[src/rtl/cbq_pkg.sv]
`default_nettype none

package cbq_pkg;

  // Fixed widths of the register file and of the filter state
  localparam int COEF_W     = 28;
  localparam int HP_COEF_W  = 24;
  localparam int HP_FRAC    = 24;
  localparam int STATE_W    = 32;
  localparam int MODE_W     = 2;
  localparam int CFG_IDX_W  = 3;
  localparam int CFG_DATA_W = 28;

  // Register indexes on the configuration port
  localparam logic [CFG_IDX_W-1:0] REG_B0   = 3'd0;
  localparam logic [CFG_IDX_W-1:0] REG_B1   = 3'd1;
  localparam logic [CFG_IDX_W-1:0] REG_B2   = 3'd2;
  localparam logic [CFG_IDX_W-1:0] REG_A1   = 3'd3;
  localparam logic [CFG_IDX_W-1:0] REG_A2   = 3'd4;
  localparam logic [CFG_IDX_W-1:0] REG_MODE = 3'd5;
  localparam logic [CFG_IDX_W-1:0] REG_HP   = 3'd6;

  // Filter modes
  localparam logic [MODE_W-1:0] MODE_SINGLE   = 2'd0;
  localparam logic [MODE_W-1:0] MODE_CASCADE  = 2'd1;
  localparam logic [MODE_W-1:0] MODE_HIGHPASS = 2'd2;
  localparam logic [MODE_W-1:0] MODE_SPARE    = 2'd3;

  typedef struct packed {
    logic signed [COEF_W-1:0] b0;
    logic signed [COEF_W-1:0] b1;
    logic signed [COEF_W-1:0] b2;
    logic signed [COEF_W-1:0] a1;
    logic signed [COEF_W-1:0] a2;
    logic [HP_COEF_W-1:0]     hp_coeff;
  } coef_set_t;

  typedef enum logic [3:0] {
    ST_IDLE,
    ST_MUL_B0,
    ST_Y_B1,
    ST_B2,
    ST_A1,
    ST_A2,
    ST_ZA,
    ST_ZB,
    ST_HP_DIFF,
    ST_HP_MUL,
    ST_HP_RND,
    ST_EMIT
  } state_t;

  typedef enum logic [2:0] {
    MA_B0,
    MA_B1,
    MA_B2,
    MA_A1,
    MA_A2,
    MA_HP
  } mul_a_sel_t;

  typedef enum logic [1:0] {
    MB_X,
    MB_Y,
    MB_DIFF
  } mul_b_sel_t;

  typedef struct packed {
    mul_a_sel_t mul_a;
    mul_b_sel_t mul_b;
    logic       x_load_in;
    logic       x_load_y;
    logic       y_en;
    logic       acc_load;
    logic       acc_sub;
    logic       acc2_load;
    logic       acc2_sub;
    logic       za_en;
    logic       zb_en;
    logic       stage_two;
    logic       diff_en;
    logic       hp_en;
    logic       out_load;
    logic       out_from_hp;
  } dp_cmd_t;

  typedef struct packed {
    logic out_blocked;
  } dp_status_t;

endpackage

`default_nettype wire

[src/rtl/cbq_regs.sv]
`default_nettype none

module cbq_regs import cbq_pkg::*; #(
  parameter int COEF_FRAC_BITS = 24
) (
  input  wire logic                  clk,
  input  wire logic                  rst,
  input  wire logic                  cfg_valid,
  output logic                       cfg_ready,
  input  wire logic [CFG_IDX_W-1:0]  cfg_index,
  input  wire logic [CFG_DATA_W-1:0] cfg_data,
  output coef_set_t                  coefs,
  output logic [MODE_W-1:0]          mode
);

  localparam logic signed [COEF_W-1:0] UNITY = COEF_W'(1) << COEF_FRAC_BITS;

  logic write;

  // Take every word at once
  assign cfg_ready = 1'b1;
  assign write     = cfg_valid && cfg_ready;

  // Decode the index and update one register
  always_ff @(posedge clk) begin
    if (rst) begin
      coefs.b0       <= UNITY;
      coefs.b1       <= '0;
      coefs.b2       <= '0;
      coefs.a1       <= '0;
      coefs.a2       <= '0;
      coefs.hp_coeff <= '0;
      mode           <= MODE_SINGLE;
    end else if (write) begin
      unique case (cfg_index)
        REG_B0:   coefs.b0       <= cfg_data;
        REG_B1:   coefs.b1       <= cfg_data;
        REG_B2:   coefs.b2       <= cfg_data;
        REG_A1:   coefs.a1       <= cfg_data;
        REG_A2:   coefs.a2       <= cfg_data;
        REG_MODE: mode           <= cfg_data[MODE_W-1:0];
        REG_HP:   coefs.hp_coeff <= cfg_data[HP_COEF_W-1:0];
        default: begin
        end
      endcase
    end
  end

endmodule

`default_nettype wire

[src/rtl/cbq_ctrl.sv]
`default_nettype none

module cbq_ctrl import cbq_pkg::*; (
  input  wire logic              clk,
  input  wire logic              rst,
  input  wire logic              in_valid,
  output logic                   in_stall,
  input  wire logic [MODE_W-1:0] mode,
  input  wire dp_status_t        sts,
  output dp_cmd_t                cmd
);

  state_t state;
  state_t state_next;
  logic   stage_two;
  logic   cascade;
  logic   use_hp;

  assign cascade = (mode != MODE_SINGLE);
  assign use_hp  = (mode == MODE_HIGHPASS) || (mode == MODE_SPARE);

  // Advance the sequencer and track which biquad stage is running
  always_ff @(posedge clk) begin
    if (rst) begin
      state     <= ST_IDLE;
      stage_two <= 1'b0;
    end else begin
      state <= state_next;
      if (state == ST_IDLE) begin
        stage_two <= 1'b0;
      end else if (state == ST_ZB && !stage_two && cascade) begin
        stage_two <= 1'b1;
      end
    end
  end

  // Next state
  always_comb begin
    state_next = state;
    unique case (state)
      ST_IDLE:    if (in_valid) state_next = ST_MUL_B0;
      ST_MUL_B0:  state_next = ST_Y_B1;
      ST_Y_B1:    state_next = ST_B2;
      ST_B2:      state_next = ST_A1;
      ST_A1:      state_next = ST_A2;
      ST_A2:      state_next = ST_ZA;
      ST_ZA:      state_next = ST_ZB;
      ST_ZB: begin
        priority if (!stage_two && cascade) state_next = ST_MUL_B0;
        else if (use_hp)                    state_next = ST_HP_DIFF;
        else                                state_next = ST_EMIT;
      end
      ST_HP_DIFF: state_next = ST_HP_MUL;
      ST_HP_MUL:  state_next = ST_HP_RND;
      ST_HP_RND:  state_next = ST_EMIT;
      ST_EMIT:    if (!sts.out_blocked) state_next = ST_IDLE;
      default:    state_next = ST_IDLE;
    endcase
  end

  // Datapath commands for each step
  always_comb begin
    cmd           = '0;
    cmd.mul_a     = MA_B0;
    cmd.mul_b     = MB_X;
    cmd.stage_two = stage_two;
    in_stall      = (state != ST_IDLE);
    unique case (state)
      ST_IDLE:   cmd.x_load_in = in_valid;
      ST_MUL_B0: begin
        cmd.mul_a = MA_B0;
        cmd.mul_b = MB_X;
      end
      ST_Y_B1: begin
        cmd.y_en  = 1'b1;
        cmd.mul_a = MA_B1;
        cmd.mul_b = MB_X;
      end
      ST_B2: begin
        cmd.acc_load = 1'b1;
        cmd.mul_a    = MA_B2;
        cmd.mul_b    = MB_X;
      end
      ST_A1: begin
        cmd.acc2_load = 1'b1;
        cmd.mul_a     = MA_A1;
        cmd.mul_b     = MB_Y;
      end
      ST_A2: begin
        cmd.acc_sub = 1'b1;
        cmd.mul_a   = MA_A2;
        cmd.mul_b   = MB_Y;
      end
      ST_ZA: begin
        cmd.za_en    = 1'b1;
        cmd.acc2_sub = 1'b1;
      end
      ST_ZB: begin
        cmd.zb_en    = 1'b1;
        cmd.x_load_y = !stage_two && cascade;
      end
      ST_HP_DIFF: cmd.diff_en = 1'b1;
      ST_HP_MUL: begin
        cmd.mul_a = MA_HP;
        cmd.mul_b = MB_DIFF;
      end
      ST_HP_RND: cmd.hp_en = 1'b1;
      ST_EMIT: begin
        cmd.out_load    = !sts.out_blocked;
        cmd.out_from_hp = use_hp;
      end
      default: begin
      end
    endcase
  end

`ifndef ASSERT_OFF
  ap_accept_starts: assert property (@(posedge clk) disable iff (rst)
    (state == ST_IDLE && in_valid) |=> (state == ST_MUL_B0))
    else $error("accepted word did not start the first stage");

  ap_stage_two_cascade: assert property (@(posedge clk) disable iff (rst)
    stage_two |-> cascade)
    else $error("second stage running outside cascade mode");

  ap_emit_returns: assert property (@(posedge clk) disable iff (rst)
    (state == ST_EMIT && !sts.out_blocked) |=> (state == ST_IDLE && !in_stall))
    else $error("sequencer did not return to idle after emitting a word");
`endif

endmodule

`default_nettype wire

[src/rtl/cbq_dp.sv]
`default_nettype none

module cbq_dp import cbq_pkg::*; #(
  parameter int SAMPLE_WIDTH   = 24,
  parameter int COEF_FRAC_BITS = 24
) (
  input  wire logic                           clk,
  input  wire logic                           rst,
  input  wire dp_cmd_t                        cmd,
  output dp_status_t                          sts,
  input  wire coef_set_t                      coefs,
  input  wire logic signed [SAMPLE_WIDTH-1:0] sample_in,
  output logic signed [SAMPLE_WIDTH-1:0]      sample_out,
  output logic                                out_valid,
  input  wire logic                           out_stall
);

  localparam int DIFF_W  = SAMPLE_WIDTH + 2;
  localparam int MUL_B_W = (DIFF_W > STATE_W) ? DIFF_W : STATE_W;
  localparam int PROD_W  = COEF_W + MUL_B_W;
  localparam int ACC_W   = PROD_W + 1;
  localparam int RND_W   = ACC_W + 1;
  localparam int SUM_W   = RND_W + 1;

  localparam logic signed [RND_W-1:0] COEF_HALF = RND_W'(1) <<< (COEF_FRAC_BITS - 1);
  localparam logic signed [RND_W-1:0] HP_HALF   = RND_W'(1) <<< (HP_FRAC - 1);

  logic signed [STATE_W-1:0]      x;
  logic signed [STATE_W-1:0]      y;
  logic signed [PROD_W-1:0]       prod;
  logic signed [ACC_W-1:0]        acc;
  logic signed [ACC_W-1:0]        acc2;
  logic signed [STATE_W-1:0]      za1;
  logic signed [STATE_W-1:0]      zb1;
  logic signed [STATE_W-1:0]      za2;
  logic signed [STATE_W-1:0]      zb2;
  logic signed [DIFF_W-1:0]       diff;
  logic signed [SAMPLE_WIDTH-1:0] hp_in;
  logic signed [SAMPLE_WIDTH-1:0] hp_out;

  logic signed [COEF_W-1:0]       mul_a;
  logic signed [MUL_B_W-1:0]      mul_b;
  logic signed [STATE_W-1:0]      za_cur;
  logic signed [STATE_W-1:0]      zb_cur;
  logic signed [STATE_W-1:0]      y_next;
  logic signed [STATE_W-1:0]      za_next;
  logic signed [STATE_W-1:0]      zb_next;
  logic signed [SAMPLE_WIDTH-1:0] y_sat;
  logic signed [SAMPLE_WIDTH-1:0] hp_next;

  // Divide by 2^COEF_FRAC_BITS, rounding half up
  function automatic logic signed [RND_W-1:0] round_coef(input logic signed [ACC_W-1:0] v);
    return (RND_W'(v) + COEF_HALF) >>> COEF_FRAC_BITS;
  endfunction

  // Divide by 2^HP_FRAC, rounding half up
  function automatic logic signed [RND_W-1:0] round_hp(input logic signed [ACC_W-1:0] v);
    return (RND_W'(v) + HP_HALF) >>> HP_FRAC;
  endfunction

  // Clamp to the signed state range
  function automatic logic signed [STATE_W-1:0] sat_state(input logic signed [SUM_W-1:0] v);
    logic [SUM_W-STATE_W:0] upper;
    upper = v[SUM_W-1:STATE_W-1];
    if ((&upper) || !(|upper)) begin
      return v[STATE_W-1:0];
    end else if (v[SUM_W-1]) begin
      return {1'b1, {(STATE_W-1){1'b0}}};
    end
    return {1'b0, {(STATE_W-1){1'b1}}};
  endfunction

  // Clamp to the signed sample range
  function automatic logic signed [SAMPLE_WIDTH-1:0] sat_sample(
    input logic signed [SUM_W-1:0] v
  );
    logic [SUM_W-SAMPLE_WIDTH:0] upper;
    upper = v[SUM_W-1:SAMPLE_WIDTH-1];
    if ((&upper) || !(|upper)) begin
      return v[SAMPLE_WIDTH-1:0];
    end else if (v[SUM_W-1]) begin
      return {1'b1, {(SAMPLE_WIDTH-1){1'b0}}};
    end
    return {1'b0, {(SAMPLE_WIDTH-1){1'b1}}};
  endfunction

  // Select multiplier operands
  always_comb begin
    unique case (cmd.mul_a)
      MA_B0:   mul_a = coefs.b0;
      MA_B1:   mul_a = coefs.b1;
      MA_B2:   mul_a = coefs.b2;
      MA_A1:   mul_a = coefs.a1;
      MA_A2:   mul_a = coefs.a2;
      MA_HP:   mul_a = COEF_W'(coefs.hp_coeff);
      default: mul_a = coefs.b0;
    endcase
    unique case (cmd.mul_b)
      MB_X:    mul_b = MUL_B_W'(x);
      MB_Y:    mul_b = MUL_B_W'(y);
      MB_DIFF: mul_b = MUL_B_W'(diff);
      default: mul_b = MUL_B_W'(x);
    endcase
  end

  // Round, add the delay word where the step has one, and clamp
  assign za_cur  = cmd.stage_two ? za2 : za1;
  assign zb_cur  = cmd.stage_two ? zb2 : zb1;
  assign y_next  = sat_state(SUM_W'(round_coef(ACC_W'(prod))) + SUM_W'(za_cur));
  assign za_next = sat_state(SUM_W'(round_coef(acc)) + SUM_W'(zb_cur));
  assign zb_next = sat_state(SUM_W'(round_coef(acc2)));
  assign y_sat   = sat_sample(SUM_W'(y));
  assign hp_next = sat_sample(SUM_W'(round_hp(ACC_W'(prod))));

  // Multiply and accumulate
  always_ff @(posedge clk) begin
    prod <= mul_a * mul_b;
    if (cmd.x_load_in) begin
      x <= STATE_W'(sample_in);
    end else if (cmd.x_load_y) begin
      x <= y;
    end
    if (cmd.y_en) begin
      y <= y_next;
    end
    if (cmd.acc_load) begin
      acc <= ACC_W'(prod);
    end else if (cmd.acc_sub) begin
      acc <= acc - ACC_W'(prod);
    end
    if (cmd.acc2_load) begin
      acc2 <= ACC_W'(prod);
    end else if (cmd.acc2_sub) begin
      acc2 <= acc2 - ACC_W'(prod);
    end
    if (cmd.diff_en) begin
      diff <= DIFF_W'(hp_out) + DIFF_W'(y_sat) - DIFF_W'(hp_in);
    end
  end

  // Update filter state
  always_ff @(posedge clk) begin
    if (rst) begin
      za1    <= '0;
      zb1    <= '0;
      za2    <= '0;
      zb2    <= '0;
      hp_in  <= '0;
      hp_out <= '0;
    end else begin
      if (cmd.za_en) begin
        if (cmd.stage_two) za2 <= za_next;
        else               za1 <= za_next;
      end
      if (cmd.zb_en) begin
        if (cmd.stage_two) zb2 <= zb_next;
        else               zb1 <= zb_next;
      end
      if (cmd.diff_en) begin
        hp_in <= y_sat;
      end
      if (cmd.hp_en) begin
        hp_out <= hp_next;
      end
    end
  end

  // Hold the result word until the receiver takes it
  always_ff @(posedge clk) begin
    if (rst) begin
      out_valid <= 1'b0;
    end else if (cmd.out_load) begin
      out_valid <= 1'b1;
    end else if (!out_stall) begin
      out_valid <= 1'b0;
    end
  end

  always_ff @(posedge clk) begin
    if (cmd.out_load) begin
      sample_out <= cmd.out_from_hp ? hp_out : y_sat;
    end
  end

  assign sts.out_blocked = out_valid && out_stall;

endmodule

`default_nettype wire

[src/rtl/cascaded_biquad_filter.sv]
`default_nettype none

// Cascaded biquad filter: one signed sample in, one filtered and saturated sample
// out, using a transposed direct form II biquad with five Q3.24 coefficients,
// optionally run twice in cascade and followed by a one-pole highpass. A single
// shared multiplier computes the five products of each biquad stage, one per cycle,
// so the block takes one word at a time in single-stage, cascade and
// cascade-plus-highpass modes; a finished word waits while the receiver stalls
// the word still held at the output. The input stays stalled while a sample is
// in flight. The user must write registers through the configuration port only
// while the block is idle; the block itself does not enforce it, and cfg_ready
// is always high.

module cascaded_biquad_filter import cbq_pkg::*; #(
  parameter int SAMPLE_WIDTH   = 24,
  parameter int COEF_FRAC_BITS = 24
) (
  input  wire logic                           clk,
  input  wire logic                           rst,
  input  wire logic                           sample_in_valid,
  output logic                                sample_in_stall,
  input  wire logic signed [SAMPLE_WIDTH-1:0] sample_in,
  output logic                                sample_out_valid,
  input  wire logic                           sample_out_stall,
  output logic signed [SAMPLE_WIDTH-1:0]      sample_out,
  input  wire logic                           cfg_valid,
  output logic                                cfg_ready,
  input  wire logic [CFG_IDX_W-1:0]           cfg_index,
  input  wire logic [CFG_DATA_W-1:0]          cfg_data
);

  coef_set_t         coefs;
  logic [MODE_W-1:0] mode;
  dp_cmd_t           cmd;
  dp_status_t        sts;

  cbq_regs #(
    .COEF_FRAC_BITS (COEF_FRAC_BITS)
  ) u_regs (
    .clk       (clk),
    .rst       (rst),
    .cfg_valid (cfg_valid),
    .cfg_ready (cfg_ready),
    .cfg_index (cfg_index),
    .cfg_data  (cfg_data),
    .coefs     (coefs),
    .mode      (mode)
  );

  cbq_ctrl u_ctrl (
    .clk      (clk),
    .rst      (rst),
    .in_valid (sample_in_valid),
    .in_stall (sample_in_stall),
    .mode     (mode),
    .sts      (sts),
    .cmd      (cmd)
  );

  cbq_dp #(
    .SAMPLE_WIDTH   (SAMPLE_WIDTH),
    .COEF_FRAC_BITS (COEF_FRAC_BITS)
  ) u_dp (
    .clk        (clk),
    .rst        (rst),
    .cmd        (cmd),
    .sts        (sts),
    .coefs      (coefs),
    .sample_in  (sample_in),
    .sample_out (sample_out),
    .out_valid  (sample_out_valid),
    .out_stall  (sample_out_stall)
  );

endmodule

`default_nettype wire
[config.mk]
export PLATFORM = sky130hd
export DESIGN_NAME = cascaded_biquad_filter
export DESIGN_NICKNAME = d
export VERILOG_FILES = /design/src/rtl/cbq_pkg.sv /design/src/rtl/cbq_regs.sv /design/src/rtl/cbq_ctrl.sv /design/src/rtl/cbq_dp.sv /design/src/rtl/cascaded_biquad_filter.sv
export SDC_FILE = /design/constraint.sdc
export NUM_CORES = 2
export LEC_CHECK = 0
export ABC_AREA = 1
export BUFFER_PORTS_ARGS = -buffer_cell sky130_fd_sc_hd__buf_4
export CAP_MARGIN = 20
export CORE_MARGIN = 8
export CORE_UTILIZATION = 30
export CTS_BUF_LIST = sky130_fd_sc_hd__clkbuf_8 sky130_fd_sc_hd__clkbuf_16
export CTS_CLUSTER_DIAMETER = 80
export DETAILED_ROUTE_END_ITERATION = 8
export HOLD_SLACK_MARGIN = 0.1
export PLACE_DENSITY = 0.56
export SLEW_MARGIN = 20
export SYNTH_ARGS = -nofsm -noshare
export SYNTH_HDL_FRONTEND = slang
export SYNTH_SLANG_ARGS = --single-unit
[constraint.sdc]
create_clock -name clk -period 9.1 [get_ports clk]
set_input_delay 0.91 -clock clk [delete_from_list [all_inputs] [get_ports clk]]
set_output_delay 0.91 -clock clk [all_outputs]
set_load 0.005 [all_outputs]
==> impl_metrics.json <==
{
  "min_from": "u_regs.coefs[98]$_SDFFE_PP0P_",
  "yosysSeqAreaShare_pct": 19.9,
  "ys.flop_type": "dfxtp_1",
  "ff2ff_path_depth": 41,
  "synthesis.area_sq_um": 76600,
  "seqCellArea_sq_um": 15300,
  "insertion_delay_ps": 720,
  "antenna_found_initial": 5,
  "finalSetupViolCount": 0,
  "fin_skew_ps": 37.2,
  "final_util_pct": 34.6,
  "clkTransAtPathRegs_ps": 60,
  "slowest_stage": "fa_1",
  "rrSetupSlack_ps": 280,
  "ant_nets": 0,
  "yosys-top-cells-count": "nand2_1 (2,050), inv_1 (1,969), nor2_1 (1,203), fa_1 (955), o21ai_0 (616)",
  "grt_pass1_wl_microns": 424000,
  "die_h_microns": 521,
  "worstHoldEndpoint": "u_regs.coefs[98]$_SDFFE_PP0P_",
  "overflow": 0,
  "synth_async_sr_flop_share_pct": 0,
  "worstPathRequired_ps": 9680,
  "nNetsFinal": 12100,
  "cp-start-kind": "flip-flop",
  "grt_pass1_vias": 68100,
  "rr_startpoint": "u_ctrl.state[2]$_SDFFE_PP0P_",
  "yosysTopAreaCell": "fa_1",
  "cp-end-kind": "flip-flop",
  "cp_max_fo": 6,
  "finalMaxSlewViolations": 0,
  "core_area_sq_um": 254000,
  "detail_route.wl_per_cell_microns": 20.0,
  "synth-seq-cells": 644,
  "path_class": "reg2reg",
  "io_buffers": 85,
  "cpPeakStageDelay_ps": 560,
  "top_usage_layer": "met2",
  "initial_core_util_pct": 30.2,
  "drive_above_1_share_pct": 9.95,
  "crit_family": "adder cells",
  "pre_cts_ws_ps": -237,
  "ys_top_cells_by_area": "fa_1 (25%), dfxtp_1 (11%), nand2_1 (10%)",
  "cts.sinks": 644,
  "ios": 87,
  "cts-root-buf": "clkbuf_16",
  "dp_hpwl_microns": 236000,
  "cts_tree": "done",
  "num_rows": 185,
  "cpMostUsedCell": "fa_1",
  "cts.path.max_buffers": 3,
  "fmax_mhz": 113,
  "numCtsBuffers": 74,
  "path_depth": 41,
  "die_area_sq_um": 272000,
  "hold_depth": 2,
  "place_inst": 13900,
  "grt_use_met2_pct": 33.3,
  "status": "finished clean",
  "hold_path_class": "reg2reg",
  "num_vias": 68600,
  "maxSlewHeadroom_pct": 27.5,
  "drc": 0,
  "placed_cell_area_sq_um": 85000,
  "synth_most_common_cell": "nand2_1",
  "multi_input_area_sq_um": 52700,
  "finalCritPeriodShare_pct": 97.0,
  "critPathArrivalTime_ps": 9400,
  "cp.buffers_inverters": 12,
  "drt_iter0_drc": 5790,
  "synth_edf_count": 236,
  "area_delta_synth_final_pct": 14.8,
  "yosys_warnings": 0,
  "hold_viol": 0,
  "synthCells": 10200,
  "layout_min_cycle_time_ps": 8820,
  "final_area_sq_um": 88000,
  "fill_cells": 27300,
  "dr.pass1.iters": 6,
  "synthDistinctLibCells": 69,
  "grt_use_met1_pct": 27.4,
  "fin_cells": 14100,
  "syn_area_per_cell_sq_um": 7.51,
  "routed_wl_microns": 281000,
  "synth_top_area_share_pct": 24.9,
  "gr-usage-all-layers_pct": 20.3,
  "syn-num-nets": 11600,
  "grt_max_degree": 100,
  "post_drt_via_cell_ratio": 4.89,
  "h-tree-depth": 3,
  "die_x_microns": 521,
  "tightest_slew_ps": 1070,
  "layout_setup_ws_ps": 275,
  "use_met3_pct": 2.89,
  "r2r_end": "u_dp.prod[36]$_DFF_P_",
  "drv_cap": 0,
  "routabilityCongestion": 0.986
}
==> sequential cells by signal, indices dropped and copies added, names as in the netlist, 24 cells and up <==
signal / count
u_dp.diff: 26
u_dp.za1: 32
u_dp.hp_in: 24
u_dp.hp_out: 24
u_dp.zb1: 32
u_regs.coefs: 164
u_dp.za2: 32
u_dp.x: 32
u_dp.y: 32
u_dp.acc2: 61
u_dp.acc: 61
u_dp.sample_out: 24
u_dp.prod: 60
u_dp.zb2: 32
==> timing repair <==
action / 4_1_cts / 5_1_grt
cloned: 0 / 1
gates resized for setup: 6 / 92
pin swaps: 0 / 23
hold buffers: 0 / 0
setup buffers: 0 / 9
setup endpoints to repair: 17 / 36
endpoints found under the hold margin: 0 / 0
==> worst register-to-register path: cells and delay by family, from the launching register on <==
| family | cells | cell delay, ps |
|---|---|---|
| adders and majority gates | 10 | 4490 |
| and+or+nand+nor | 15 | 1860 |
| buffers and inverters | 12 | 1420 |
| DFF | 1 | 380 |
| AOI/OAI and AO/OA | 3 | 300 |
| xor gates and xnor gates | 1 | 290 |
==> final cells by class <==
cell class	count	area share [%]
Multi-Input combinational cell	7222	59.9
Sequential cell	644	17.3
Inverter	2005	8.60
Timing Repair Buffer	679	6.46
Tap cell	3366	4.79
Clock buffer	80	2.21
Clock inverter	55	0.684
Antenna cell	1	0.00284
==> metal layers <==
layer  wire (microns)  share of wire (%)  vias up
li1                 -                  -    32600
met2           129000                 46     2221
met5               23             0.0082        -
met3            19000                6.8      429
met4            10800                3.8        4
met1           123000                 44    33400
==> through the flow <==
stage / hold WS (ps) / setup TNS (ps)
2_1_floorplan: 429 / 0
3_3_place_gp: 440 / -1800
3_5_place_dp: 448 / -1090
4_1_cts: 448 / 0
5_1_grt: 472 / -265
6_report: 455 / 0
==> cells in the final DEF, fill, tap and decap left out, drive strengths merged, types with 4 or more instances in the layout <==
master and count:
o21a 73, xor2 205, nand2 2057, a21oi 520
buf 679, a31o 4, inv 2020, edfxtp 236
fa 955, a31oi 59, o21bai 44, nor3 89
o2111ai 11, nand4 85, o21ai 656, o22ai 37
and3 8, a21o 35, a21boi 20, nor2 1259
o31ai 8, ha 420, nand3b 19, a221oi 6
clkbuf 80, bufinv 8, dfxtp 408, a211oi 6
nand3 405, clkinv 24, nor4 31, o211ai 60
or2 28, clkinvlp 8, xnor2 108
==> kinds of logic (layout without fill, tap and decap cells) <==
group / after synthesis / in the layout / synth area share (%)
AO/OA/AOI/OAI: 1550 / 1550 / 11.3
XOR/XNOR: 313 / 313 / 3.58
adder cells (fa/ha/maj): 1375 / 1375 / 31.8
buffers and inverters: 2339 / 2819 / 11.9
flip-flops: 644 / 644 / 19.9
other: 1 / 2 / 0.00489
AND/OR/NAND/NOR: 3982 / 3983 / 21.4
==> how the worst max path moves through the flow <==
stage                                             from  slack, ps                    end
after floorplan           u_ctrl.state[3]$_SDFFE_PP0P_         80  u_dp.prod[54]$_DFF_P_
after global placement    u_ctrl.state[2]$_SDFFE_PP0P_       -330  u_dp.prod[30]$_DFF_P_
after detailed placement  u_ctrl.state[2]$_SDFFE_PP0P_       -240  u_dp.prod[30]$_DFF_P_
after CTS                 u_ctrl.state[2]$_SDFFE_PP0P_          6  u_dp.prod[29]$_DFF_P_
after global routing      u_ctrl.state[2]$_SDFFE_PP0P_        -60  u_dp.prod[52]$_DFF_P_
final                     u_ctrl.state[2]$_SDFFE_PP0P_        280  u_dp.prod[36]$_DFF_P_
Power is left out: the tool's default activity adds up to more than one toggle a clock period on the data nets, which glitch-free logic cannot reach.
